### src/sv/qmvn_pkg.sv
// Shared types and constants for the quad mesh vertex normal block.
// Used by the channel interfaces and every module of the block.
package qmvn_pkg;

  localparam int IdxW     = 10;
  localparam int PosW     = 16;
  localparam int NrmW     = 16;
  localparam int CntW     = 11;
  localparam int FnW      = 35;
  localparam int SumW     = 48;
  localparam int MulW     = 31;
  localparam int ProdW    = 62;
  localparam int RootW    = 31;
  localparam int NumW     = 46;
  localparam int DenW     = 32;
  localparam int QuotW    = 17;
  localparam int MaxQuads = 1024;

  localparam logic [1:0] OP_LOAD_VERTEX = 2'd0;
  localparam logic [1:0] OP_LOAD_QUAD   = 2'd1;
  localparam logic [1:0] OP_QUERY       = 2'd2;
  localparam logic [1:0] OP_UNUSED      = 2'd3;

  localparam logic [NrmW-1:0] UNIT_ONE = 16'd16384;

  typedef enum logic [3:0] {
    ST_IDLE,
    ST_VRD,
    ST_XMUL,
    ST_QWR,
    ST_WALK,
    ST_ABS,
    ST_SHIFT,
    ST_SQ,
    ST_SQRT_GO,
    ST_SQRT_WAIT,
    ST_DIV_GO,
    ST_DIV_WAIT,
    ST_DONE
  } state_t;

endpackage

### src/sv/qmvn_mul.sv
// Shared signed multiplier with a registered product.
// Depends on qmvn_pkg for operand widths.
module qmvn_mul (
  input  logic                               clk,
  input  logic signed [qmvn_pkg::MulW-1:0]   a,
  input  logic signed [qmvn_pkg::MulW-1:0]   b,
  output logic signed [qmvn_pkg::ProdW-1:0]  p_r
);

  always_ff @(posedge clk) begin
    p_r <= a * b;
  end

endmodule

### config.mk
export PLATFORM = sky130hd
export DESIGN_NAME = qmvn_mul
export DESIGN_NICKNAME = d
export VERILOG_FILES = /design/src/sv/qmvn_pkg.sv /design/src/sv/qmvn_mul.sv
export SDC_FILE = /design/constraint.sdc
export NUM_CORES = 2
export LEC_CHECK = 0
export BUFFER_PORTS_ARGS = -buffer_cell sky130_fd_sc_hd__buf_2
export CAP_MARGIN = 20
export CORE_MARGIN = 5
export CORE_UTILIZATION = 36
export DETAILED_ROUTE_END_ITERATION = 6
export PLACE_DENSITY = 0.63
export SYNTH_ARGS = -nofsm -noshare
export SYNTH_HDL_FRONTEND = slang
export SYNTH_SLANG_ARGS = --single-unit
### constraint.sdc
create_clock -name clk -period 17.65 [get_ports clk]
set_input_delay 0.8825 -clock clk [delete_from_list [all_inputs] [get_ports clk]]
set_output_delay 0.8825 -clock clk [all_outputs]
set_load 0.005 [all_outputs]
# == Word-level counts from Yosys, hierarchy flattened ==
# Index checks and enable logic that the tools add are counted.
# op_classes
add_sub_neg,0
mul,1
n_div,0
n_lt_le_gt_ge,0
n_eq_ne,0
shift,0
n_mux,0
bitwise_logic,0
n_reduce_logical,0
# ops
op,count
31-bit by 31-bit multiplier with 62-bit output,1
# totals
register_bits,62
latch_bits,0
ram_bits,0
rom_bits,0
inputBits,63
output_inout_bits,62
word_cells,2
memories,0

# == Logic depth before layout (Yosys ltp) ==
# depth
ltp_word,1
ltp_mapped,30
ltp_nobuf,28

# == Worst setup path before layout ==
# OpenSTA, ideal clock, no wires.
# synth_path
path_kind,input -> register
from,in a[30] (netlist name)
to,reg p_r[60] (netlist name)
setup_time_ns,0.079
arrival_time_ns,7.889
slack_ns,9.682
stages,26
n_path_buf,1
cell_sequence,clkbuf_1 -> nand2_1 -> inv_1 -> fa_1 -> inv_1 -> fa_1 -> inv_1 -> fa_1 -> fa_1 -> inv_1 -> fa_1 -> inv_1 -> fa_1 -> inv_1 -> fa_1 -> fa_1 -> inv_1 -> ha_1 -> a21oi_1 -> o21bai_1 -> a21oi_1 -> o21ai_0 -> a21oi_1 -> a21oi_1 -> or4_1 -> o211ai_1
# synth_between
elab_chain_cells,1
# synth_rtl
element,line_no,text
start: declaration,qmvn_mul.sv:5,"input logic signed [qmvn_pkg::MulW-1:0] a,"
31-bit by 31-bit multiplier with 62-bit output,qmvn_mul.sv:11,p_r <= a * b;
end signal: assignment,qmvn_mul.sv:11,
end: declaration,qmvn_mul.sv:7,output logic signed [qmvn_pkg::ProdW-1:0] p_r
# No other way between the ends.

# == Final worst setup path ==
# layout_path
from,in b[4] (netlist name)
to,reg p_r[55] (netlist name)
# layout_between
elab_chain_cells,1
# layout_rtl
element,line_no,text
start: declaration,qmvn_mul.sv:6,"input logic signed [qmvn_pkg::MulW-1:0] b,"
31-bit by 31-bit multiplier with 62-bit output,qmvn_mul.sv:11,
# No other way between the ends.

==> flow_metrics.env <==
export IMPL_clock_root_buffer="clkbuf_16"
export IMPL_clock_sinks=62
export IMPL_cts_setup_buffers=0
export IMPL_grt_pass1_vias=27600
export IMPL_fin_nets=5027
export IMPL_crit_type="input port to register"
export IMPL_hpwl_um=76100
export IMPL_drv_cap=0
export IMPL_vias=24900
export IMPL_netlist_area_leader_share_pct=57.3
export IMPL_worstMarginPinSlew_ns=1.04
export IMPL_endpoint_kind="register"
export IMPL_cts_tree="built"
export IMPL_required_ns=17.95
export IMPL_synth_nets=5059
export IMPL_crit_arrival_ns=9.57
export IMPL_yosys_top_cells_area="fa_1 57%, inv_1 11%, and2_1 7.9%"
export IMPL_setup_viol=0
export IMPL_hold_path_class="input port to register"
export IMPL_wl_um=99800
export IMPL_dieArea_mm2=0.105
export IMPL_wl_per_cell_um=19.7
export IMPL_maxSlewViolCount=0
export IMPL_top_regs="p_r (62)"
export IMPL_cts_reportedPaths_clkPinSlew_ns=0.07
export IMPL_hold_path_cell_count=2
export IMPL_clock_fmax_ghz=0.108
export IMPL_core_area_mm2=0.0983
export IMPL_syn_cell_area_mm2=0.0356
export IMPL_maxSlewHeadroom_pct=30.9
export IMPL_numCtsBuffers=9
export IMPL_synth_seq_cells=62
export IMPL_die_y_um=324
export IMPL_top_register="p_r"
export IMPL_synth_top_cell_by_area="fa_1"
export IMPL_initialDrtViolationCount=1710
export IMPL_worst_slack_ns=8.38
export IMPL_nFillCells=9791
export IMPL_postCtsHoldBufs=0
export IMPL_die_w_um=324
export IMPL_grt_start_max_net_pins=33
export IMPL_largest_reg_flops=62
export IMPL_outcome="completed"
export IMPL_route_detailed_drc=0
export IMPL_gr_total_overflow=0
export IMPL_finalHoldViolations=0
export IMPL_worstSetupStartpointType="input port"
export IMPL_syn_inst=3796
export IMPL_antenna_found_initial=8
export IMPL_start_util_pct=36.2
export IMPL_grtUsageTotal_pct=19.7
export IMPL_place_congestion=0.873
export IMPL_place_worst_setup_slack_ns=8.08
export IMPL_cts_buffer_depth=2
export IMPL_yosysUniqueCellTypes=47
export IMPL_seq_area_mm2=0.00124
export IMPL_multi_input_area_mm2=0.0298
export IMPL_final_setup_tns_ns=0
export IMPL_row_count=115
export IMPL_grt_pass1_wl_um=160000
export IMPL_startpoint="b[4]"
export IMPL_grt_setup_unrepaired="false"
export IMPL_syn_area_per_cell_um2=9.37
export IMPL_min_from="b[0]"
export IMPL_via_per_inst=4.92
export IMPL_ys_warn_count=0
export IMPL_h_tree_depth=3
export IMPL_ctsResizeCount=0
export IMPL_drtPass1Iterations=5
export IMPL_seq_area_frac_synth_pct=3.49
export IMPL_area_delta_synth_final_pct=5.57
export IMPL_fin_crit_ns=9.27
export IMPL_portBuffers=124
export IMPL_drt_antenna_violating_nets=0
export IMPL_pin_count=125
export IMPL_drive_gt1_share_pct=4.64
export IMPL_timing_final_crit_share_pct=52.5
export IMPL_worstPathMaxFanout=31
per-layer routing:
| layer | global-route usage, % | vias to the layer above | wire (um) |
|---|---|---|---|
| met5 | 0 | - | 27 |
| met4 | 7.11 | 4 | 4310 |
| met3 | 4.16 | 220 | 8020 |
| met2 | 32.9 | 935 | 48000 |
| met1 | 25.5 | 13100 | 39400 |
| li1 | - | 10600 | - |
layout make-up:
type,count,area share [%]
antenna,5,0.0333
clock buffer,13,0.640
clock inverter,2,0.0266
inverter,1016,10.2
multi-input combinational,2520,79.3
sequential,62,3.30
tap,1287,4.29
timing repair buffer,155,2.27
placed cells by master (no fill, tap or decap), types with 2 or more instances in the layout:
cell type	count
fa_1	1018
o21bai_1	8
nor2_1	26
o21a_1	6
a211o_1	2
o211ai_1	7
dfxtp_1	62
o311ai_0	2
ha_1	182
a2111oi_2	2
clkbuf_1	4
diode_2	5
nor2b_1	29
and2_1	451
o21ai_0	23
xnor2_1	46
a31oi_1	4
or4_1	3
o41ai_1	2
nand2b_1	10
xor2_1	22
buf_4	31
a21o_1	30
o31ai_1	6
nand3_1	14
clkbuf_16	9
inv_1	1016
nor3_1	6
a221o_1	3
buf_2	124
clkinv_2	2
a21o_2	2
o21ai_1	3
a21oi_1	64
and3_1	3
or3_1	3
nand4_1	10
nor4_1	6
nand2_1	514
Yosys cell counts, drive strengths merged:
library cell / count
inv: 1016
or4: 3
xnor2: 46
xor2: 22
a41oi: 2
o21bai: 8
dfxtp: 62
o31a: 1
nor2b: 29
mux2: 1
a311oi: 1
o2111ai: 1
nor4: 6
ha: 182
nor3: 6
a221o: 4
or3: 3
a211oi: 1
nand3b: 1
a211o: 2
a21o: 32
o211ai: 7
a21oi: 64
a2111oi: 2
o21a: 6
nor2: 26
o21ai: 26
o22ai: 1
o311ai: 3
fa: 1018
o211a: 1
nand2b: 10
and2: 451
nand4: 10
o31ai: 6
nand2: 514
and3: 3
nand3: 14
o2bb2ai: 1
a31oi: 4
clkbuf: 198
o41ai: 2
per-stage QoR:
stage	instance area (um^2)	hold WS [ns]	cells	utilization [%]
floorplan	35600	1.17	3796	-
global placement	37300	1.26	5040	38.0
detailed placement	37300	1.26	5040	38.0
CTS	37500	1.05	5055	38.2
global route	37500	1.11	5055	38.2
finish	37600	1.08	5060	38.2
critical path: stages:
cell and delay, ns:
buf_2 0.54, nand2_1 0.25, inv_1 0.14, fa_1 0.40, inv_1 0.26, fa_1 0.47
inv_1 0.20, fa_1 0.50, fa_1 0.90, inv_1 0.44, fa_1 0.60, inv_1 0.06
fa_1 0.49, fa_1 0.50, inv_1 0.05, fa_1 0.51, inv_1 0.05, ha_1 0.41
nand4_1 0.15, o21ai_0 0.54, a311oi_1 0.19, o21ai_1 0.26, a41oi_1 0.25, nand2b_1 0.20
o311ai_0 0.28
kinds of logic after synthesis:
logic type,count (synthesis),share of synthesized area (%)
AOI/OAI and AO/OA,175,3.25
adders and majority gates,1200,63.7
muxes,1,0.0316
xor gates and xnor gates,68,1.67
DFF,62,3.49
buffers and inverters,1214,12.8
and+or+nand+nor,1076,15.1
final timing paths:
kind / to / slack (ns)
setup / recovery: p_r[55] / 8.38
hold / removal: p_r[0] / 1.08
Power is not shown: default switching activity piles up to over one toggle a cycle in this logic, so the estimate is an artifact.
