### src/sv/qmvn_pkg.sv
// Shared types and constants for the quad mesh vertex normal block.
// Used by the channel interfaces and every module of the block.
package qmvn_pkg;

  localparam int IdxW     = 10;
  localparam int PosW     = 16;
  localparam int NrmW     = 16;
  localparam int CntW     = 11;
  localparam int FnW      = 35;
  localparam int SumW     = 48;
  localparam int MulW     = 31;
  localparam int ProdW    = 62;
  localparam int RootW    = 31;
  localparam int NumW     = 46;
  localparam int DenW     = 32;
  localparam int QuotW    = 17;
  localparam int MaxQuads = 1024;

  localparam logic [1:0] OP_LOAD_VERTEX = 2'd0;
  localparam logic [1:0] OP_LOAD_QUAD   = 2'd1;
  localparam logic [1:0] OP_QUERY       = 2'd2;
  localparam logic [1:0] OP_UNUSED      = 2'd3;

  localparam logic [NrmW-1:0] UNIT_ONE = 16'd16384;

  typedef enum logic [3:0] {
    ST_IDLE,
    ST_VRD,
    ST_XMUL,
    ST_QWR,
    ST_WALK,
    ST_ABS,
    ST_SHIFT,
    ST_SQ,
    ST_SQRT_GO,
    ST_SQRT_WAIT,
    ST_DIV_GO,
    ST_DIV_WAIT,
    ST_DONE
  } state_t;

endpackage

### src/sv/qmvn_sqrt.sv
// Iterative integer square root, two radicand bits per cycle.
// Depends on qmvn_pkg for widths.
module qmvn_sqrt (
  input  logic                          clk,
  input  logic                          rst_n,
  input  logic                          start,
  input  logic [qmvn_pkg::ProdW-1:0]    radicand,
  output logic                          done_r,
  output logic [qmvn_pkg::RootW-1:0]    root_r
);

  logic [qmvn_pkg::ProdW-1:0] rad_r;
  logic [qmvn_pkg::RootW+1:0] rem_r;
  logic [4:0]                 cnt_r;
  logic                       busy_r;
  logic [qmvn_pkg::RootW+1:0] rem_t;
  logic [qmvn_pkg::RootW+1:0] trial;

  assign rem_t = {rem_r[qmvn_pkg::RootW-1:0], rad_r[qmvn_pkg::ProdW-1 -: 2]};
  assign trial = {root_r, 2'b01};

  always_ff @(posedge clk) begin
    if (!rst_n) begin
      busy_r <= 1'b0;
      done_r <= 1'b0;
    end else begin
      done_r <= 1'b0;
      if (start) begin
        busy_r <= 1'b1;
        cnt_r  <= 5'd0;
        rad_r  <= radicand;
        rem_r  <= '0;
        root_r <= '0;
      end else if (busy_r) begin
        rad_r <= {rad_r[qmvn_pkg::ProdW-3:0], 2'b00};
        if (rem_t >= trial) begin
          rem_r  <= rem_t - trial;
          root_r <= {root_r[qmvn_pkg::RootW-2:0], 1'b1};
        end else begin
          rem_r  <= rem_t;
          root_r <= {root_r[qmvn_pkg::RootW-2:0], 1'b0};
        end
        cnt_r <= cnt_r + 5'd1;
        if (cnt_r == 5'(qmvn_pkg::RootW - 1)) begin
          busy_r <= 1'b0;
          done_r <= 1'b1;
        end
      end
    end
  end

endmodule

### config.mk
export PLATFORM = sky130hd
export DESIGN_NAME = qmvn_sqrt
export DESIGN_NICKNAME = d
export VERILOG_FILES = /design/src/sv/qmvn_pkg.sv /design/src/sv/qmvn_sqrt.sv
export SDC_FILE = /design/constraint.sdc
export NUM_CORES = 1
export LEC_CHECK = 0
export ABC_AREA = 1
export BUFFER_PORTS_ARGS = -buffer_cell sky130_fd_sc_hd__buf_2
export CORE_UTILIZATION = 53
export CTS_CLUSTER_DIAMETER = 50
export CTS_CLUSTER_SIZE = 14
export DETAILED_ROUTE_END_ITERATION = 16
export PLACE_DENSITY = 0.74
export REMOVE_ABC_BUFFERS = 1
export SKIP_LAST_GASP = 1
export SYNTH_ARGS = -nofsm -noshare
export SYNTH_HDL_FRONTEND = slang
export SYNTH_SLANG_ARGS = --single-unit
### constraint.sdc
create_clock -name clk -period 10.9 [get_ports clk]
set_input_delay 1.09 -clock clk [delete_from_list [all_inputs] [get_ports clk]]
set_output_delay 1.09 -clock clk [all_outputs]
set_load 0.01 [all_outputs]
[After elaboration in Yosys (flattened, before gate mapping)]
Cells that the tools add are included.
Word-level totals
  output and inout port bits: 32
  input port bits: 65
  register bits after elaboration: 131
  word-level logic and storage cells: 26
Operators by class
  $add $sub $neg: 2
  bitwise gates (word level): 2
  reductions and logical operators: 3
  multiplexer cells: 11
  eq/ne operators: 1
  order comparisons: 1
Operator list (number)
  $mux 62: 2
  $mux 31: 3
  $ge 33x33->1: 1
  $sub 31x31->31: 1
  $add 5x1->5 const B: 1
  $eq 5x5->1 const B: 1
  $mux 1: 5
  $mux 5: 1
  $reduce_or 3->1: 1
  $not 1->1: 2
  $reduce_and 2->1: 1
  $reduce_bool 2->1: 1

[Depth between registers and ports, before layout]
Gate-level depths: netlist of run 1.
  depth in word-level cells: 4
  depth in mapped cells: 17

[Least setup slack after synthesis of run 1]
No wires, ideal clock.
  path kind: in2reg
  start: in start
  end: reg cnt_r[0], enable pin
  path slack: 2456 ps
  buffers on the path: 2
  arrival: 7782 ps
  cell stages on the path: 4
  cell sequence: clkbuf_1 -> inv_1 -> clkbuf_1 -> a21oi_1
Between the ends
  word-level cells in the longest chain between the ends: 2
Ends and longest elaborated chain
  start: declaration: RTL line qmvn_sqrt.sv:6  | input logic start,
  $reduce_bool 2->1 (no line)
  $reduce_and 2->1 (no line)
  end signal: assignment: RTL line qmvn_sqrt.sv:43  | cnt_r <= cnt_r + 5'd1;
  end: declaration: RTL line qmvn_sqrt.sv:14  | logic [4:0] cnt_r;
No other way between the ends.
A chain may end at the register's enable or synchronous reset.

[Final worst setup path of run 1]
  start: in start
  end: reg rem_r[29] in the netlist's numbering, enable pin
Between the ends
  word-level cells in the longest chain between the ends: 2
Ends and longest elaborated chain
  $reduce_bool 2->1 (no line)
  $reduce_and 2->1 (no line)
  end signal: assignment: RTL line qmvn_sqrt.sv:37  | rem_r <= rem_t - trial;
  end signal: assignment: RTL line qmvn_sqrt.sv:40  | rem_r <= rem_t;
  end: declaration: RTL line qmvn_sqrt.sv:13  | logic [qmvn_pkg::RootW+1:0] rem_r;
No other way between the ends.

==> results of run 1 <==
-- cell families after synthesis --
logic type,after synthesis,share of synthesized area (%)
and+or+nand+nor,685,34.2
buffers and inverters,197,9.31
DFF,131,47.6
adders and majority gates,35,5.32
AOI/OAI and AO/OA,29,1.87
xor gates and xnor gates,16,1.70
-- power by group through the flow --
stage	sequential (mW)	clock [mW]	combinational, mW
finish	0.617	0.579	0.324
global route	0.620	0.607	0.374
CTS	0.617	0.587	0.324
detailed placement	0.627	0	0.322
global placement	0.625	0	0.318
floorplan	0.633	0	0.230
-- cell type report --
cell class / count / share of cell area [%]
clock buffers: 18 / 4.55
multi-input cells: 765 / 37.7
well taps: 188 / 2.49
inverters: 168 / 6.68
clock inverters: 14 / 1.70
repair buffers: 100 / 5.43
flip-flops and latches: 131 / 41.5
-- placed cells by master, fill, tap and decap left out, types with 13 or more instances in the layout --
cell type	synthesis	final
xor2_1	13	13
clkbuf_16	0	17
ha_1	35	35
nand3b_1	23	23
a21oi_1	21	20
buf_2	6	95
nor2_1	127	127
nand2_1	467	467
edfxtp_1	129	129
nand3_1	28	28
inv_1	166	165
-- flip-flops by register name, summed over array words and instances (netlist names) --
register  count
busy_r        1
cnt_r         5
done_r        1
rad_r        62
rem_r        31
root_r       31
-- layer usage --
layer / up-vias / wire length (µm) / global-route usage (%)
li1: 3554 / - / -
met1: 3037 / 8420 / 32.7
met2: 187 / 8290 / 40.3
met3: 30 / 990 / 4.56
met4: 0 / 423 / 9.78
met5: - / 0 / 0
-- final timing paths --
path	start	end	slack, ps
worst max register to register	root_r[18]	rem_r[27]	7590
worst min register to register	rad_r[57]	rad_r[59]	510
worst min-delay path	rad_r[57]	rad_r[59]	510
worst max-delay path	start	rem_r[29]	7340
-- per-stage QoR --
step,area [µm²],setup slack (ps)
after global placement,8850,6870
after global routing,9440,7090
final,9440,7340
after floorplan,8090,1890
after detailed placement,8850,6860
after CTS,9440,7300
-- Yosys cell counts, drive strengths merged --
cell type / instances
and2: 9
xnor2: 3
nand3: 30
o21a: 1
buf: 10
nand2: 475
inv: 168
a21oi: 22
o21bai: 1
dfxtp: 2
ha: 35
nand3b: 23
or2: 1
nand4: 6
clkbuf: 19
o21ai: 5
nor4: 1
nor2: 137
nor3: 3
edfxtp: 129
xor2: 13
-- worst register-to-register path, delay by kind of cell (launching register included) --
kind | cells | cell delay (ps)
fa+ha+maj | 1 | 310
buf+inv | 2 | 770
flops | 1 | 390
simple gates | 10 | 1680
==> impl_metrics.toml, run 1 <==
[synth]
avgSynthCellArea_um2 = 7.53
synthTopCellsByArea = "edfxtp_1 47%, nand2_1 21%, inv_1 7.6%"
syn_area_um2 = 8230
ys_ff_latch = 131
ys_types = 31
yosysSeqAreaShare_pct = 47.6
synth_top_area_share_pct = 47.1
yosys_warnings = 0
synth_top_area_cell = "edfxtp_1"
synthCells = 1093

[final_layout]
diodes = 0
fillCellCount = 1411
multi_input_area_um2 = 3560
syn2layout_area_growth_pct = 14.8
layout-drive-gt1-share_pct = 12.9
post-route-util_pct = 62.1
nets = 1283
stdcell_count = 1384
seqCellArea_um2 = 3910

[clocking]
hold_buffers = 0
clock_sinks = 131
cts-root-buf = "clkbuf_16"
cts_buffer_depth = 2
clk_latency_ps = 430
postCtsSetupRepairBufs = 0
clk_transition_reported_paths_ps = 60
cts.repair.resized = 0
cts_tree = "done"
numCtsBuffers = 17
htree_levels = 4

[status]
outcome = "completed"

[timing]
rsz0062_at_grt = "no"
fin_worst_skew_ps = 11.5
fin_crit_ps = 3560
setup-tns-final_ps = 0
whs_ps = 512
post-route-period-util_pct = 32.7
hold_viol = 0
slew_viol_final = 0
relSlewSlack_pct = 37.3
fmax_mhz = 281
setup_viol = 0
worst_pin_slew_ps = 941

[power]
powerDensity_nw_per_um2 = 161
leakage_nw = 4.92
p_clk_share_pct = 38.1
p_sw_share_pct = 29.5
max-vdd-ir-drop_mv = 0.115
switchingPower_mw = 0.449
p_int_mw = 1.07
power_frac_seq_pct = 40.6
p_total_mw = 1.52
share_comb_of_total_power_pct = 21.3

[floorplanning]
rows = 45
coreArea_um2 = 15200
boundaryPins = 97
dieArea_um2 = 16000
start_util_pct = 54.1
die_w_um = 127
die_h_um = 127

[worst_setup_path]
crit_top_cell = "buf_4"
critPathRequiredTime_ps = 10950
path_class = "in -> reg"
path_depth = 5
max_stage_delay_ps = 690
slowest_stage = "buf_4"
critPathCaptureType = "flop"
crit_chain = "buf_4 > inv_2 > a21oi_4 > buf_4 > buf_4"
path_max_fanout = 61
crit_arrival_ps = 3610
start_kind = "primary input"
crit_buf_inv = 4
cp_top_family = "buffers and inverters"
reg2reg_depth = 13

[hold_path]
min_path_type = "reg -> reg"
worstHoldPathCells = 2

[route]
routed-via-count = 6808
wl_per_cell_um = 13.1
route.detailed.drc = 0
ant_nets = 0
drt_first_pass_iters = 6
vias_per_cell = 4.92
drt_iter0_drc = 416
routed_wl_um = 18100

[global_routing]
antenna_found_initial = 0
grt_usage_pct = 24.7
gr-total-overflow = 0
grt_pass1_vias = 6547
grt_max_degree = 94
grt_pass1_wl_um = 30700

[place]
port_buffers = 96
gp_congestion = 0.919
place_inst = 1352
dp_hpwl_um = 13000

[flow_run]
drv_cap = 0
No activity file was read; power rests on OpenSTA's default activity.
==> run 2: changes to the inputs <==
--- a/config.mk
+++ b/config.mk
@@ -11,7 +11,7 @@
 export CTS_CLUSTER_DIAMETER = 50
 export CTS_CLUSTER_SIZE = 14
 export DETAILED_ROUTE_END_ITERATION = 16
-export PLACE_DENSITY = 0.74
+export PLACE_DENSITY = 0.76
 export REMOVE_ABC_BUFFERS = 1
 export SKIP_LAST_GASP = 1
 export SYNTH_ARGS = -nofsm -noshare
==> constraint.sdc (replaced) <==
create_clock -name clk -period 3.1 [get_ports clk]
set_input_delay 0.31 -clock clk [delete_from_list [all_inputs] [get_ports clk]]
set_output_delay 0.31 -clock clk [all_outputs]
set_load 0.01 [all_outputs]
==> run 2 against run 1 <==
Against the previous run:
- the flow now finishes with violations (DRC)
- design area is 0.69% higher
- sequential share of layout area is 0.28 points lower
- critical endpoint is now rem_r[5]
- first-iteration DRC count is 4.8% higher
- final cell count is 0.58% higher
- non-clock buffer count is 8 higher
- highest routed layer unchanged
- critical path type is now reg -> reg
- worst setup slack worse by 7100 ps
- routed wire length is 5.8% higher
- core utilization is 0.43 points higher
- global-route usage is 0.75 points higher
- flip-flop and latch count stayed put
==> impl_metrics.toml, run 2 (synthesized netlist as in run 1, its figures left out) <==
[status]
outcome = "complete, but fails checks"
failed_checks = "DRC"

[worst_setup_path]
critPathCaptureType = "flop"
crit_arrival_ps = 3170
reg2reg_from = "root_r[16]"
reg2reg_depth = 14
slowest_stage = "nor2_4"
r2r_end = "rem_r[5]"
cp_top_family = "simple AND/OR/NAND/NOR gates"
critPathRequiredTime_ps = 3380
r2r_setup_slack_ps = 220
crit_chain = "inv_1 > ha_1 > nand2_1 > nor2_2 > nand2_1 > nor2_2 > nand2_1 > nand3_2 > nor2_4 > nand2_4 > inv_1 > buf_4 > nor2_1 > nor2_1"
path_max_fanout = 24
max_stage_delay_ps = 580
path_class = "reg -> reg"
crit_top_cell = "nand2_1"
start_kind = "flop"
crit_buf_inv = 3

[final_layout]
largest_reg_flops = 62
design_area_um2 = 9510
top_regs = "rad_r (62), rem_r (31), root_r (31)"
layout-drive-gt1-share_pct = 13.7
diodes = 0
multi_input_area_um2 = 3560
fillCellCount = 1351
syn2layout_area_growth_pct = 15.5
mostFrequentLayoutCells = "467 x nand2_1, 165 x inv_1, 129 x edfxtp_1, 127 x nor2_1, 95 x buf_2"
final_common_cell = "nand2_1"
largest-register = "rad_r"
nets = 1291
seqCellArea_um2 = 3910

[timing]
relSlewSlack_pct = 49.7
rsz0062_at_grt = "no"
post-route-period-util_pct = 93.0
hold_viol = 0
fmax_mhz = 347
setup_ws_ps = 216
fin_crit_ps = 2880
worst_pin_slew_ps = 755
setup_viol = 0
slew_viol_final = 0
fin_worst_skew_ps = 8.08

[route]
wl_per_cell_um = 13.8
routed_wl_um = 19200
met1_length_um = 8860
vias_per_cell = 4.95
ant_nets = 0
drt_iter0_drc = 436
top_layer = "met4"
wl_met2_um = 8690
drt_first_pass_iters = 11
route.detailed.drc = 2
met3_length_um = 1240
routed-via-count = 6884

[clocking]
clk_transition_reported_paths_ps = 60
cts-root-buf = "clkbuf_16"
cts_tree = "done"
htree_levels = 4
postCtsSetupRepairBufs = 0
cts_buffer_depth = 2
numCtsBuffers = 17
clock_sinks = 131
clk_latency_ps = 420
cts.repair.resized = 0
hold_buffers = 0

[floorplanning]
die_h_um = 127
dieArea_um2 = 16000
start_util_pct = 54.1
rows = 45
boundaryPins = 97
coreArea_um2 = 15200
die_w_um = 127

[place]
pre_cts_ws_ps = 253
gp_congestion = 1.01
place_area_um2 = 8940
port_buffers = 96
dp_hpwl_um = 14000

[global_routing]
antenna_found_initial = 0
grt_pass1_vias = 6561
grt_pass1_wl_um = 31400
gr-total-overflow = 0
grt_usage_pct = 25.4
grt_max_degree = 75

[flow_run]
drv_cap = 0

[hold_path]
hp-start = "radicand[0]"
min_path_type = "in -> reg"
holdPathEnd = "rad_r[0]"
worstHoldPathCells = 3

[power]
powerDensity_nw_per_um2 = 557
max-vdd-ir-drop_mv = 0.429
leakage_nw = 4.96
-- run 2: metal layers --
| layer | global-route usage (%) | vias up |
|---|---|---|
| met5 | 0 | - |
| met4 | 8.58 | 0 |
| met3 | 5.99 | 29 |
| met2 | 40.9 | 188 |
| met1 | 33.9 | 3098 |
| li1 | - | 3569 |
-- run 2: where the power goes --
group | internal, mW | switching (mW) | leakage [nW]
Sequential | 2.12 | 0.0494 | 1.27
Clock | 1.14 | 0.812 | 0.272
Combinational | 0.405 | 0.772 | 3.42
Total | 3.66 | 1.63 | 4.96
-- run 2: worst max-delay path by stage --
stage | from | end | slack (ps) | cells past startpoint
after floorplan | start | cnt_r[0] | -5130 | 2
after global placement | root_r[11] | rem_r[5] | 390 | 14
after detailed placement | root_r[16] | rem_r[6] | 250 | 14
after CTS | root_r[16] | rem_r[6] | 240 | 14
after global routing | root_r[16] | rem_r[13] | 10 | 14
final | root_r[16] | rem_r[5] | 220 | 14
-- run 2: area by class of cell --
type	instances	area share (%)
clock buffers	19	4.66
clock inverters	13	1.33
inverters	168	6.63
multi-input cells	765	37.4
flip-flops and latches	131	41.2
well taps	188	2.47
repair buffers	108	6.29
-- run 2: stage by stage --
stage               cells  util [%]  setup TNS [ps]  power (mW)  hold slack [ps]
global route         1392      62.5               0        5.55              140
global placement     1360      58.8               0        3.35              491
detailed placement   1360      58.8               0        3.37              499
CTS                  1392      62.5               0        5.31              135
finish               1392      62.5               0        5.29              143
floorplan            1064         -         -666250        3.04              387
-- run 2: tightest hold or removal path, stage by stage --
cell and delay, ps:
buf_2 70, nand2_1 40, inv_1 40
