===== src/sv/qmvn_pkg.sv =====
// Shared types and constants for the quad mesh vertex normal block.
// Used by the channel interfaces and every module of the block.
package qmvn_pkg;

  localparam int IdxW     = 10;
  localparam int PosW     = 16;
  localparam int NrmW     = 16;
  localparam int CntW     = 11;
  localparam int FnW      = 35;
  localparam int SumW     = 48;
  localparam int MulW     = 31;
  localparam int ProdW    = 62;
  localparam int RootW    = 31;
  localparam int NumW     = 46;
  localparam int DenW     = 32;
  localparam int QuotW    = 17;
  localparam int MaxQuads = 1024;

  localparam logic [1:0] OP_LOAD_VERTEX = 2'd0;
  localparam logic [1:0] OP_LOAD_QUAD   = 2'd1;
  localparam logic [1:0] OP_QUERY       = 2'd2;
  localparam logic [1:0] OP_UNUSED      = 2'd3;

  localparam logic [NrmW-1:0] UNIT_ONE = 16'd16384;

  typedef enum logic [3:0] {
    ST_IDLE,
    ST_VRD,
    ST_XMUL,
    ST_QWR,
    ST_WALK,
    ST_ABS,
    ST_SHIFT,
    ST_SQ,
    ST_SQRT_GO,
    ST_SQRT_WAIT,
    ST_DIV_GO,
    ST_DIV_WAIT,
    ST_DONE
  } state_t;

endpackage


===== src/sv/qmvn_div.sv =====
// Restoring divider producing one quotient bit per cycle.
// Depends on qmvn_pkg; the quotient is known to fit QuotW bits.
module qmvn_div (
  input  logic                          clk,
  input  logic                          rst_n,
  input  logic                          start,
  input  logic [qmvn_pkg::NumW-1:0]     num,
  input  logic [qmvn_pkg::DenW-1:0]     den,
  output logic                          done_r,
  output logic [qmvn_pkg::QuotW-1:0]    quot_r
);

  logic [qmvn_pkg::DenW:0]        rem_r;
  logic [qmvn_pkg::DenW-1:0]      den_r;
  logic [qmvn_pkg::QuotW-1:0]     low_r;
  logic [4:0]                     cnt_r;
  logic                           busy_r;
  logic [qmvn_pkg::DenW:0]        t;

  assign t = {rem_r[qmvn_pkg::DenW-1:0], low_r[qmvn_pkg::QuotW-1]};

  always_ff @(posedge clk) begin
    if (!rst_n) begin
      busy_r <= 1'b0;
      done_r <= 1'b0;
    end else begin
      done_r <= 1'b0;
      if (start) begin
        busy_r <= 1'b1;
        cnt_r  <= 5'd0;
        rem_r  <= (qmvn_pkg::DenW+1)'(num[qmvn_pkg::NumW-1:qmvn_pkg::QuotW]);
        low_r  <= num[qmvn_pkg::QuotW-1:0];
        den_r  <= den;
        quot_r <= '0;
      end else if (busy_r) begin
        low_r <= {low_r[qmvn_pkg::QuotW-2:0], 1'b0};
        if (t >= {1'b0, den_r}) begin
          rem_r  <= t - {1'b0, den_r};
          quot_r <= {quot_r[qmvn_pkg::QuotW-2:0], 1'b1};
        end else begin
          rem_r  <= t;
          quot_r <= {quot_r[qmvn_pkg::QuotW-2:0], 1'b0};
        end
        cnt_r <= cnt_r + 5'd1;
        if (cnt_r == 5'(qmvn_pkg::QuotW - 1)) begin
          busy_r <= 1'b0;
          done_r <= 1'b1;
        end
      end
    end
  end

endmodule


===== config.mk =====
export PLATFORM = sky130hd
export DESIGN_NAME = qmvn_div
export DESIGN_NICKNAME = d
export VERILOG_FILES = /design/src/sv/qmvn_pkg.sv /design/src/sv/qmvn_div.sv
export SDC_FILE = /design/constraint.sdc
export NUM_CORES = 1
export LEC_CHECK = 0
export ABC_AREA = 1
export BUFFER_PORTS_ARGS = -buffer_cell sky130_fd_sc_hd__clkbuf_2
export CORE_MARGIN = 1.5
export CORE_UTILIZATION = 39
export DETAILED_ROUTE_END_ITERATION = 16
export REMOVE_ABC_BUFFERS = 1
export SLEW_MARGIN = 15
export SYNTH_ARGS = -nofsm -noshare
export SYNTH_HDL_FRONTEND = slang
export SYNTH_SLANG_ARGS = --single-unit

===== constraint.sdc =====
create_clock -name clk -period 6.6 [get_ports clk]
set_clock_uncertainty 0.1 [all_clocks]
set_input_delay 0.99 -clock clk [delete_from_list [all_inputs] [get_ports clk]]
set_output_delay 0.99 -clock clk [all_outputs]
set_load 0.02 [all_outputs]

# Word-level counts from Yosys, hierarchy flattened
# Cells that the tools add are included.
# Widths: inputs -> output; s select.
totals:
  register_bits: 105
  in_bits: 81
  out_inout_bits: 18
  elab_cells: 30
classes:
  n_addsub: 2
  order_cmp: 1
  n_eq_ne: 1
  mux: 12
  bitwise: 2
  reduce_logical: 4
ops:
  columns: ["op", "count"]
  rows:
  - ["$mux 32", 2]
  - ["$mux 17", 3]
  - ["$ge 33x32->1", 1]
  - ["$sub 32x32->32", 1]
  - ["$mux 29", 1]
  - ["$add 5x1->5 const B", 1]
  - ["$eq 5x5->1 const B", 1]
  - ["$mux 1", 5]
  - ["$mux 5", 1]
  - ["$reduce_and 2->1", 2]
  - ["$reduce_or 3->1", 1]
  - ["$not 1->1", 2]
  - ["$reduce_bool 2->1", 1]

# Depth between registers and ports, before layout
# Gate-level depths: netlist of the first run.
logic_depth:
  depth_word: 4
  ltp_mapped: 16
  depth_no_buf: 16

# Least setup slack after synthesis of the first run
# OpenSTA, ideal clock, no wires.
synth_path:
  path_type: "in2reg"
  startpoint: "in start"
  endpoint: "reg busy_r"
  setup_ns: 0.075
  arrival_ns: 5.422
  required_time_ns: 6.425
  slack_ns: 1.004
  stages: 6
  n_path_buf: 2
  path_cell_list: "clkbuf_1 > inv_1 > clkbuf_1 > a21oi_1 > o21ai_0 > inv_1"
synth_via:
  elab_chain_len: 1
synth_lines:
  columns: ["item", "line_no", "source"]
  rows:
  - ["start: declaration", "qmvn_div.sv:6", "input logic start,"]
  - ["$mux 1", "qmvn_div.sv:28", "if (start) begin"]
  - ["end signal: assignment", "qmvn_div.sv:24", "busy_r <= 1'b0;"]
  - ["end signal: assignment", "qmvn_div.sv:29", "busy_r <= 1'b1;"]
  - ["end signal: assignment", "qmvn_div.sv:46", "busy_r <= 1'b0;"]
  - ["end: declaration", "qmvn_div.sv:17", "logic busy_r;"]
# No other way between the ends.
# A chain may end at the register's enable or synchronous reset.

# Worst setup path in the final report of the first run
layout_path:
  startpoint: "reg rem_r[22] (netlist name)"
  endpoint: "reg rem_r[26] (netlist name) (data pin)"
layout_via:
  elab_chain_len: 4
  elab_cells_between_ends: 5
  cone_classes: "add/sub: 1; order compare: 1; mux: 3"
layout_lines:
  columns: ["item", "line_no", "source"]
  rows:
  - ["start: declaration", "qmvn_div.sv:13", "logic [qmvn_pkg::DenW:0] rem_r;"]
  - ["start signal: assignment", "qmvn_div.sv:31", "rem_r <= (qmvn_pkg::DenW+1)'(num[qmvn_pkg::NumW-1:qmvn_pkg::QuotW]);"]
  - ["start signal: assignment", "qmvn_div.sv:38", "rem_r <= t - {1'b0, den_r};"]
  - ["start signal: assignment", "qmvn_div.sv:41", "rem_r <= t;"]
  - ["$sub 32x32->32 or $ge 33x32->1 (tied branches)", "qmvn_div.sv:38, qmvn_div.sv:37", null]
  - ["$mux 32 (*)", "qmvn_div.sv:37", "if (t >= {1'b0, den_r}) begin"]
  - ["$mux 32 (*)", "qmvn_div.sv:35", "end else if (busy_r) begin"]
  - ["$mux 29 (*)", "qmvn_div.sv:28", null]
# Mark *: on every way between the ends. The rest lies on a longest branch, timed or not. The select of a mux whose other input is x is not followed.

==> results of run 1 <==
==> worst paths after layout <==
check,from,endpoint,slack [ns],cells past startpoint
worst max-delay path,rem_r[22]$_DFFE_PP_,rem_r[26]$_DFFE_PP_,3.53,13
worst min-delay path,low_r[10]$_DFFE_PP_,low_r[11]$_DFFE_PP_,0.42,2
worst max register to register,rem_r[22]$_DFFE_PP_,rem_r[26]$_DFFE_PP_,3.53,13
worst min register to register,low_r[10]$_DFFE_PP_,low_r[11]$_DFFE_PP_,0.42,2
==> state kept, by name (all words and copies together), names as in the netlist <==
register  flops
low_r        17
busy_r        1
den_r        32
cnt_r         5
done_r        1
quot_r       17
rem_r        32
==> per-stage QoR <==
| stage | util (%) | cells | hold WS (ns) | power (W) | cell area, um^2 |
|---|---|---|---|---|---|
| 5_1_grt | 45.5 | 1294 | 0.433 | 0.00204 | 8170 |
| 4_1_cts | 45.5 | 1294 | 0.426 | 0.00194 | 8170 |
| 3_5_place_dp | 43.8 | 1278 | 0.407 | 0.00138 | 7870 |
| 6_report | 45.5 | 1294 | 0.422 | 0.00192 | 8170 |
| 2_1_floorplan | - | 947 | 0.322 | 0.00122 | 7040 |
| 3_3_place_gp | 43.8 | 1278 | 0.394 | 0.00137 | 7870 |
==> critical path, stage by stage (launching register included) <==
cell and delay [ns]:
edfxtp_1 0.40, ha_1 0.41, nand2_1 0.16, nor2_1 0.08, nand2_1 0.10, nor2_2 0.05, nand3b_1 0.10, nand2_2 0.07
nor2_4 0.63, nand2_8 0.29, nand2_1 0.25, nand2_1 0.07, nand2_1 0.06, nand2_1 0.05
==> power groups by stage <==
stage	Clock (W)	Sequential, W	Combinational [W]
2_1_floorplan	0	0.000839	0.000384
3_3_place_gp	0	0.000832	0.000542
3_5_place_dp	0	0.000833	0.000546
4_1_cts	0.000570	0.000819	0.000549
5_1_grt	0.000594	0.000824	0.000626
6_report	0.000557	0.000818	0.000546
==> layout make-up <==
class	instances	area [um^2]
clock inverters	7	75.1
multi-input cells	657	3230
repair buffers	102	533
fillers	1906	9790
clock buffers	9	225
flip-flops and latches	105	3130
inverters	185	694
well taps	229	287
==> logic make-up after synthesis <==
group	Yosys count	synth area share (%)
flops	105	43.8
buf+inv	205	11.2
xor+xnor	17	2.08
compound gates	22	1.80
simple gates	583	34.9
fa+ha+maj	35	6.23
==> synth_stat cells, drive strengths merged <==
cell type  number
edfxtp        103
o21bai          2
nand2         395
nand4           7
xnor2          15
fa              1
and3            1
nand3          58
a21oi          14
clkbuf          8
nor4            1
a21boi          1
xor2            2
nor3            3
inv           185
nor2           85
o21ai           5
dfxtp           2
ha             34
nand3b         28
buf            12
and2            5
==> routing by layer <==
metal	vias up	GRT usage, %
li1	3166	-
met1	2669	25.8
met2	111	31.4
met3	15	3.26
met4	0	4.76
met5	-	0
==> reports/metrics.cfg, run 1 <==
[placed_design]
pre_cts_ws_ns = 3.37
routabilityCongestion = 0.924
place_hpwl_mm = 13.2
io_buffers = 98

[layout]
drive_gt1_share_pct = 13.4
final_cell_mix = 388 x nand2_1, 184 x inv_1, 103 x edfxtp_1
antenna_cells = 0
area_growth_pct = 14.3
layout_commonest_cell = nand2_1
final_nets = 1176

[worst_setup_path]
crit_fanout = 36
critPathKind = flop to flop
cp-end-kind = flop
crit_arrival_ns = 3.09
startpoint_type = flop
required_ns = 6.62

[timing]
rsz0062_at_grt = no
slew-limit-headroom_pct = 24.2
period_needed_ns = 3.07
fin_ws_ns = 3.53
period_share_pct = 46.6
worst_pin_slew_ns = 1.13
setup_tns_ns = 0
hold_violations = 0
setup-violations-final = 0
drv_slew = 0
fmax_mhz = 325

[power_and_ir_drop]
comb_power_share_pct = 28.4
ir_drop_uv = 122
pwr_density_cell_nw_per_um2 = 235
p_seq_share_pct = 42.6
p_sw_share_pct = 32.9
switchingPower_w = 0.000632
internal-power_w = 0.00129
clkPwrFrac_pct = 29.0
leakage_nw = 4.28

[detailed_routing]
met2RoutedLength_mm = 8.04
drtPass1Iterations = 5
routedLengthMet1_mm = 8.51
drt-initial-drc-count = 334
drc = 0
routed_wl_mm = 17.5
wl_met3_um = 731
top_layer = met4
routedWlPerCell_um = 13.5
postRouteAntennaNets = 0
drt-vias-per-instance = 4.61
num_vias = 5961

[grt]
track_usage_pct = 19.0
grt_first_pass_wirelength_mm = 28.8
grt_start_max_net_pins = 70
grt_pass1_vias = 5855
antenna_found_initial = 0
grt_overflow = 0

[logic_synthesis]
synth_area_leader_cell = edfxtp_1
yosys.area.top_type_share_pct = 43.3
syn_avg_cell_area_um2 = 7.39
ys_seq_area_share_pct = 43.8
synth-seq-cells = 105
yosys_warnings = 0
synth_cells = 967
synth.distinct_cells = 33
yosys-top-cells-area = edfxtp_1 43%, nand2_1 20%, inv_1 9.7%, ha_1 6.0%, nor2_1 4.0%
syn_area_um2 = 7150

[die]
die_w_um = 138
ios = 99
core_um2 = 18000
start_util_pct = 39.8
die_area_um2 = 19100
num_rows = 49
die_y_um = 138

[clocking]
htreeDepth = 3
cts_hold_buf = 0
cts_setup_buffers = 0
cts_root_buf = clkbuf_16
cts_buffer_depth = 2
clk_pin_slew_ns = 0.07
clk_latency_ns = 0.36
cts_tree = built
clock-sinks = 105
cts_made_buffers = 9
cts_resized = 0

[run]
drv_cap = 0

[hold_path]
hp-class = flop to flop

[run_status]
status = finished, final reports clean

Power figures use the tool's default switching activity.
==> inputs of run 2 (changes only) <==
==> constraint.sdc (replaced) <==
create_clock -name clk -period 2.75 [get_ports clk]
set_clock_uncertainty 0.1 [all_clocks]
set_input_delay 0.4125 -clock clk [delete_from_list [all_inputs] [get_ports clk]]
set_output_delay 0.4125 -clock clk [all_outputs]
set_load 0.02 [all_outputs]
==> run 2 against run 1 <==
Compared with the run above: sequential share of layout area is 0.49 points lower; register-to-register slack worse by 3.4 ns; via count grew 2.3%; utilization rose by 0.59 points; cell count up 1.2%; worst setup slack got worse by 3.4 ns; sequential power is 140% higher; cell area up 1.3%; die area did not move; maximum frequency up 18%; critical path type unchanged; largest cell class unchanged.
==> reports/metrics.cfg, run 2 (synthesized netlist as in run 1, its figures left out) <==
[die]
die_w_um = 138
num_rows = 49
ios = 99
start_util_pct = 39.8
core_um2 = 18000
die_area_um2 = 19100
die_y_um = 138

[timing]
worst_pin_slew_ns = 0.490
drv_slew = 0
rsz0062_at_grt = no
period_needed_ns = 2.61
fin_hold_ws_ns = 0.113
setup_tns_ns = 0
fmax_mhz = 384
hold_violations = 0
setup-violations-final = 0
period_share_pct = 94.8
slew-limit-headroom_pct = 67.3

[layout]
layout_commonest_cell = nand2_1
multi_input_comb_area_um2 = 3230
antenna_cells = 0
seqCellArea_um2 = 3130
largestRegisters = den_r x32, rem_r x32
postLayoutCellArea_um2 = 8280
drive_gt1_share_pct = 14.7
final_cell_mix = 388 x nand2_1, 184 x inv_1, 103 x edfxtp_1
final_nets = 1192
nFillCells = 1891
area_growth_pct = 15.8

[clocking]
cts_root_buf = clkbuf_16
clock-sinks = 105
cts_buffer_depth = 2
cts_made_buffers = 9
htreeDepth = 3
cts_tree = built
clk_latency_ns = 0.37
clk_pin_slew_ns = 0.08

[worst_setup_path]
startpoint_type = flop
startpoint = rem_r[24]$_DFFE_PP_
crit_fanout = 12
crit_top_cell = nand2_1
crit_arrival_ns = 2.61
critPathKind = flop to flop
worst-path-buf-inv = 1
r2r_cells = 11
cp-end-kind = flop
crit_family = simple AND/OR/NAND/NOR gates
r2r-start = rem_r[24]$_DFFE_PP_
slowest_delay_ns = 0.41
required_ns = 2.76
cp_slowest_cell = edfxtp_1
cp_num_cells = 11
path_cells = ha_1 -> nand2_1 -> nor2_2 -> nand2_1 -> nor2_1 -> nand2_4 -> nand2_8 -> buf_4 -> nand2_1 -> nand3_1 -> nand2_1

[power_and_ir_drop]
internal-power_w = 0.00304
clkPwrFrac_pct = 28.0
switchingPower_w = 0.00157
pwr_density_cell_nw_per_um2 = 558
leakage_nw = 4.35
p_seq_share_pct = 42.5
p_sw_share_pct = 34.1
ir_drop_uv = 352
comb_power_share_pct = 29.5

[grt]
grt_first_pass_wirelength_mm = 30.6
antenna_found_initial = 0
track_usage_pct = 20.0
grt_pass1_vias = 6107
grt_start_max_net_pins = 48
grt_overflow = 0

[run]
drv_cap = 0

[run_status]
status = finished, final reports clean

[detailed_routing]
drc = 0
routed_wl_mm = 18.3
drt-initial-drc-count = 344
routedWlPerCell_um = 13.9
num_vias = 6097
drtPass1Iterations = 5
postRouteAntennaNets = 0
drt-vias-per-instance = 4.66

[hold_path]
hp-class = primary input to flop
hold_start = den[23]
worstHoldPathCells = 1

[placed_design]
place_hpwl_mm = 14.2
place_area_um2 = 7980
routabilityCongestion = 0.944
io_buffers = 98

==> run 2: per-layer routing <==
| metal | GRT usage [%] | vias up | routed length (um) | share of wire, % |
|---|---|---|---|---|
| li1 | - | 3199 | - | - |
| met1 | 26.6 | 2768 | 8740 | 48 |
| met2 | 33.2 | 112 | 8440 | 46 |
| met3 | 3.78 | 18 | 789 | 4.3 |
| met4 | 5.82 | 0 | 285 | 1.6 |
| met5 | 0 | - | 0 | 0 |
==> run 2: area by class of cell <==
type | count | area share [%]
flip-flops and latches | 105 | 37.8
multi-input cells | 657 | 39.0
well taps | 229 | 3.46
repair buffers | 118 | 7.89
inverters | 185 | 8.39
clock buffers | 9 | 2.72
clock inverters | 6 | 0.710
==> run 2: power groups by stage <==
stage               sequential (W)  clock [W]  combinational (W)
global route               0.00198    0.00137            0.00156
global placement           0.00200          0            0.00135
finish                     0.00196    0.00129            0.00136
CTS                        0.00196    0.00134            0.00136
detailed placement         0.00200          0            0.00135
floorplan                  0.00201          0           0.000922
==> run 2: per-stage QoR <==
stage | std cells | worst slack (ns) | utilization, % | total power, W
after global placement | 1292 | 0.0826 | 44.4 | 0.00334
after floorplan | 947 | -2.35 | - | 0.00294
final | 1309 | 0.143 | 46.1 | 0.00462
after detailed placement | 1292 | 0.114 | 44.4 | 0.00335
after CTS | 1307 | 0.109 | 46.0 | 0.00466
after global routing | 1309 | 0.00305 | 46.1 | 0.00491
==> run 2: path summary, 6_finish.rpt <==
path / to / slack, ns
min reg2reg: low_r[13]$_DFFE_PP_ / 0.42
min: den_r[23]$_DFFE_PP_ / 0.11
max reg2reg: rem_r[8]$_DFFE_PP_ / 0.14
max: rem_r[8]$_DFFE_PP_ / 0.14
==> run 2: what timing repair did <==
action	4_1_cts	5_1_grt
gates resized for setup	0	1
endpoints found under the setup margin	0	10
hold buffers	0	0
setup buffers	0	2
endpoints found under the hold margin	0	0
==> inputs of run 3 (changes only) <==
--- a/config.mk
+++ b/config.mk
@@ -8,8 +8,9 @@
 export ABC_AREA = 1
 export BUFFER_PORTS_ARGS = -buffer_cell sky130_fd_sc_hd__clkbuf_2
 export CORE_MARGIN = 1.5
-export CORE_UTILIZATION = 39
+export CORE_UTILIZATION = 53
 export DETAILED_ROUTE_END_ITERATION = 16
+export PLACE_DENSITY = 0.74
 export REMOVE_ABC_BUFFERS = 1
 export SLEW_MARGIN = 15
 export SYNTH_ARGS = -nofsm -noshare
==> constraint.sdc (replaced) <==
create_clock -name clk -period 2.75 [get_ports clk]
set_clock_uncertainty 0.1 [all_clocks]
set_input_delay 0.1375 -clock clk [delete_from_list [all_inputs] [get_ports clk]]
set_output_delay 0.1375 -clock clk [all_outputs]
set_load 0.02 [all_outputs]
==> run 3 against run 2 <==
Compared with the run above: cell count increased by 1.5%; total power increased by 1.9%; clock power about the same; flip-flop and latch count is the same; sequential share of layout area decreased by 2.9 points; critical path depth down 1; hold slack better by 0.26 ns; via count is 5.4% higher; count of clock-buffer cells in the layout unchanged; largest power group unchanged.
==> reports/metrics.cfg, run 3 (synthesized netlist as in run 1, its figures left out) <==
[run_status]
status = finished, final reports clean

[layout]
area_growth_pct = 25.4
antenna_cells = 0
drive_gt1_share_pct = 13.2
post-route-util_pct = 68.0
largestRegisters = den_r x32, rem_r x32
final_nets = 1264
layout_commonest_cell = nand2_1
final_cell_mix = 388 x nand2_1, 184 x inv_1, 103 x edfxtp_1

[clocking]
htreeDepth = 3
clock-sinks = 105
cts_root_buf = clkbuf_16
cts_made_buffers = 9
cts_buffer_depth = 2
cts_tree = built
cts_setup_buffers = 0
clk_latency_ns = 0.37
clk_pin_slew_ns = 0.08

[worst_setup_path]
crit_fanout = 20
startpoint_type = flop
cp-end-kind = flop
required_ns = 2.77
crit_arrival_ns = 2.62
critPathKind = flop to flop

[die]
die_area_um2 = 14200
num_rows = 42
die_w_um = 119
ios = 99
die_y_um = 119
start_util_pct = 54.2
core_um2 = 13200

[power_and_ir_drop]
pwr_density_cell_nw_per_um2 = 525
ir_drop_uv = 436
leakage_nw = 4.66
power_w = 0.00471

[grt]
grt_pass1_vias = 6441
grt_start_max_net_pins = 70
track_usage_pct = 28.1
antenna_found_initial = 0
grt_overflow = 0
grt_first_pass_wirelength_mm = 31.0

[detailed_routing]
drt-vias-per-instance = 4.84
routed_wl_mm = 19.0
routedWlPerCell_um = 14.3
drtPass1Iterations = 5
drc = 0
postRouteAntennaNets = 0
drt-initial-drc-count = 365
num_vias = 6426

[timing]
rsz0062_at_grt = no
period_share_pct = 94.6
slew-limit-headroom_pct = 51.0
drv_slew = 0
worst_pin_slew_ns = 0.735
hold_violations = 0
setup-violations-final = 0
fmax_mhz = 384
period_needed_ns = 2.60

[placed_design]
place_hpwl_mm = 13.8
io_buffers = 98
routabilityCongestion = 0.955

[run]
drv_cap = 0

[hold_path]
hp-class = primary input to flop

run 3: changes by cell type in the layout (fill, tap and decap cells not counted):
cell           change
buf_12             +1
buf_4              -8
clkinv_2           +2
clkinv_4           +2
clkinv_8           -1
clkinvlp_4         -1
dlygate4sd3_1     +79
inv_6              -4
inv_8              +3
nor2_1             +1
nor2_2             -1
run 3: stage by stage:
step           setup WS, ns  instance area, um^2  instances  hold slack, ns  setup TNS, ns
6_report              0.148                 8960       1329           0.375              0
5_1_grt              0.0143                 8960       1329           0.375              0
4_1_cts               0.170                 8960       1329           0.368              0
3_5_place_dp          0.183                 7890       1234           0.216              0
3_3_place_gp          0.166                 7890       1234           0.215              0
2_1_floorplan         -2.07                 7040        947           0.115        -144.66
run 3: path summary, 6_finish.rpt:
check,from,endpoint,slack (ns),depth (start not counted)
min reg2reg,busy_r$_SDFF_PN0_,done_r$_SDFF_PP0_,0.42,2
min,den[1],den_r[1]$_DFFE_PP_,0.38,2
max,rem_r[27]$_DFFE_PP_,rem_r[30]$_SDFFCE_PP0P_,0.15,10
max reg2reg,rem_r[27]$_DFFE_PP_,rem_r[30]$_SDFFCE_PP0P_,0.15,10
run 3: report_power, final:
group	internal [W]	switching, W	total, W
clock network	0.000634	0.000653	0.00129
registers	0.00192	0.0000514	0.00197
logic	0.000566	0.000886	0.00145
total	0.00312	0.00159	0.00471
run 3: routing by layer:
layer | routed length (um) | GRT usage [%]
met4 | 204 | 7.08
met5 | 0 | 0
met1 | 8710 | 36.0
met2 | 9280 | 49.1
met3 | 809 | 5.32
run 3: cell type report:
cell class	instances	area, um^2
clock inverters	7	61.3
well taps	176	220
clock buffers	9	225
fillers	1150	4230
repair buffers	190	1400
multi-input cells	657	3230
flip-flops and latches	105	3130
inverters	185	694
run 3: what timing repair did:
item | CTS | global route
hold buffers | 79 | 0
setup endpoints to repair | 0 | 0
hold endpoints to repair | 79 | 0
gates resized for setup | 0 | 0
run 3: worst max-delay path, stage by stage (launching register included):
cell	delay (ns)
edfxtp_1	0.42
ha_1	0.42
a21oi_2	0.22
nand2_1	0.12
a21oi_2	0.17
nand2_2	0.08
nor2_4	0.25
nand2_8	0.09
buf_12	0.16
o21ai_0	0.23
nor2_1	0.08
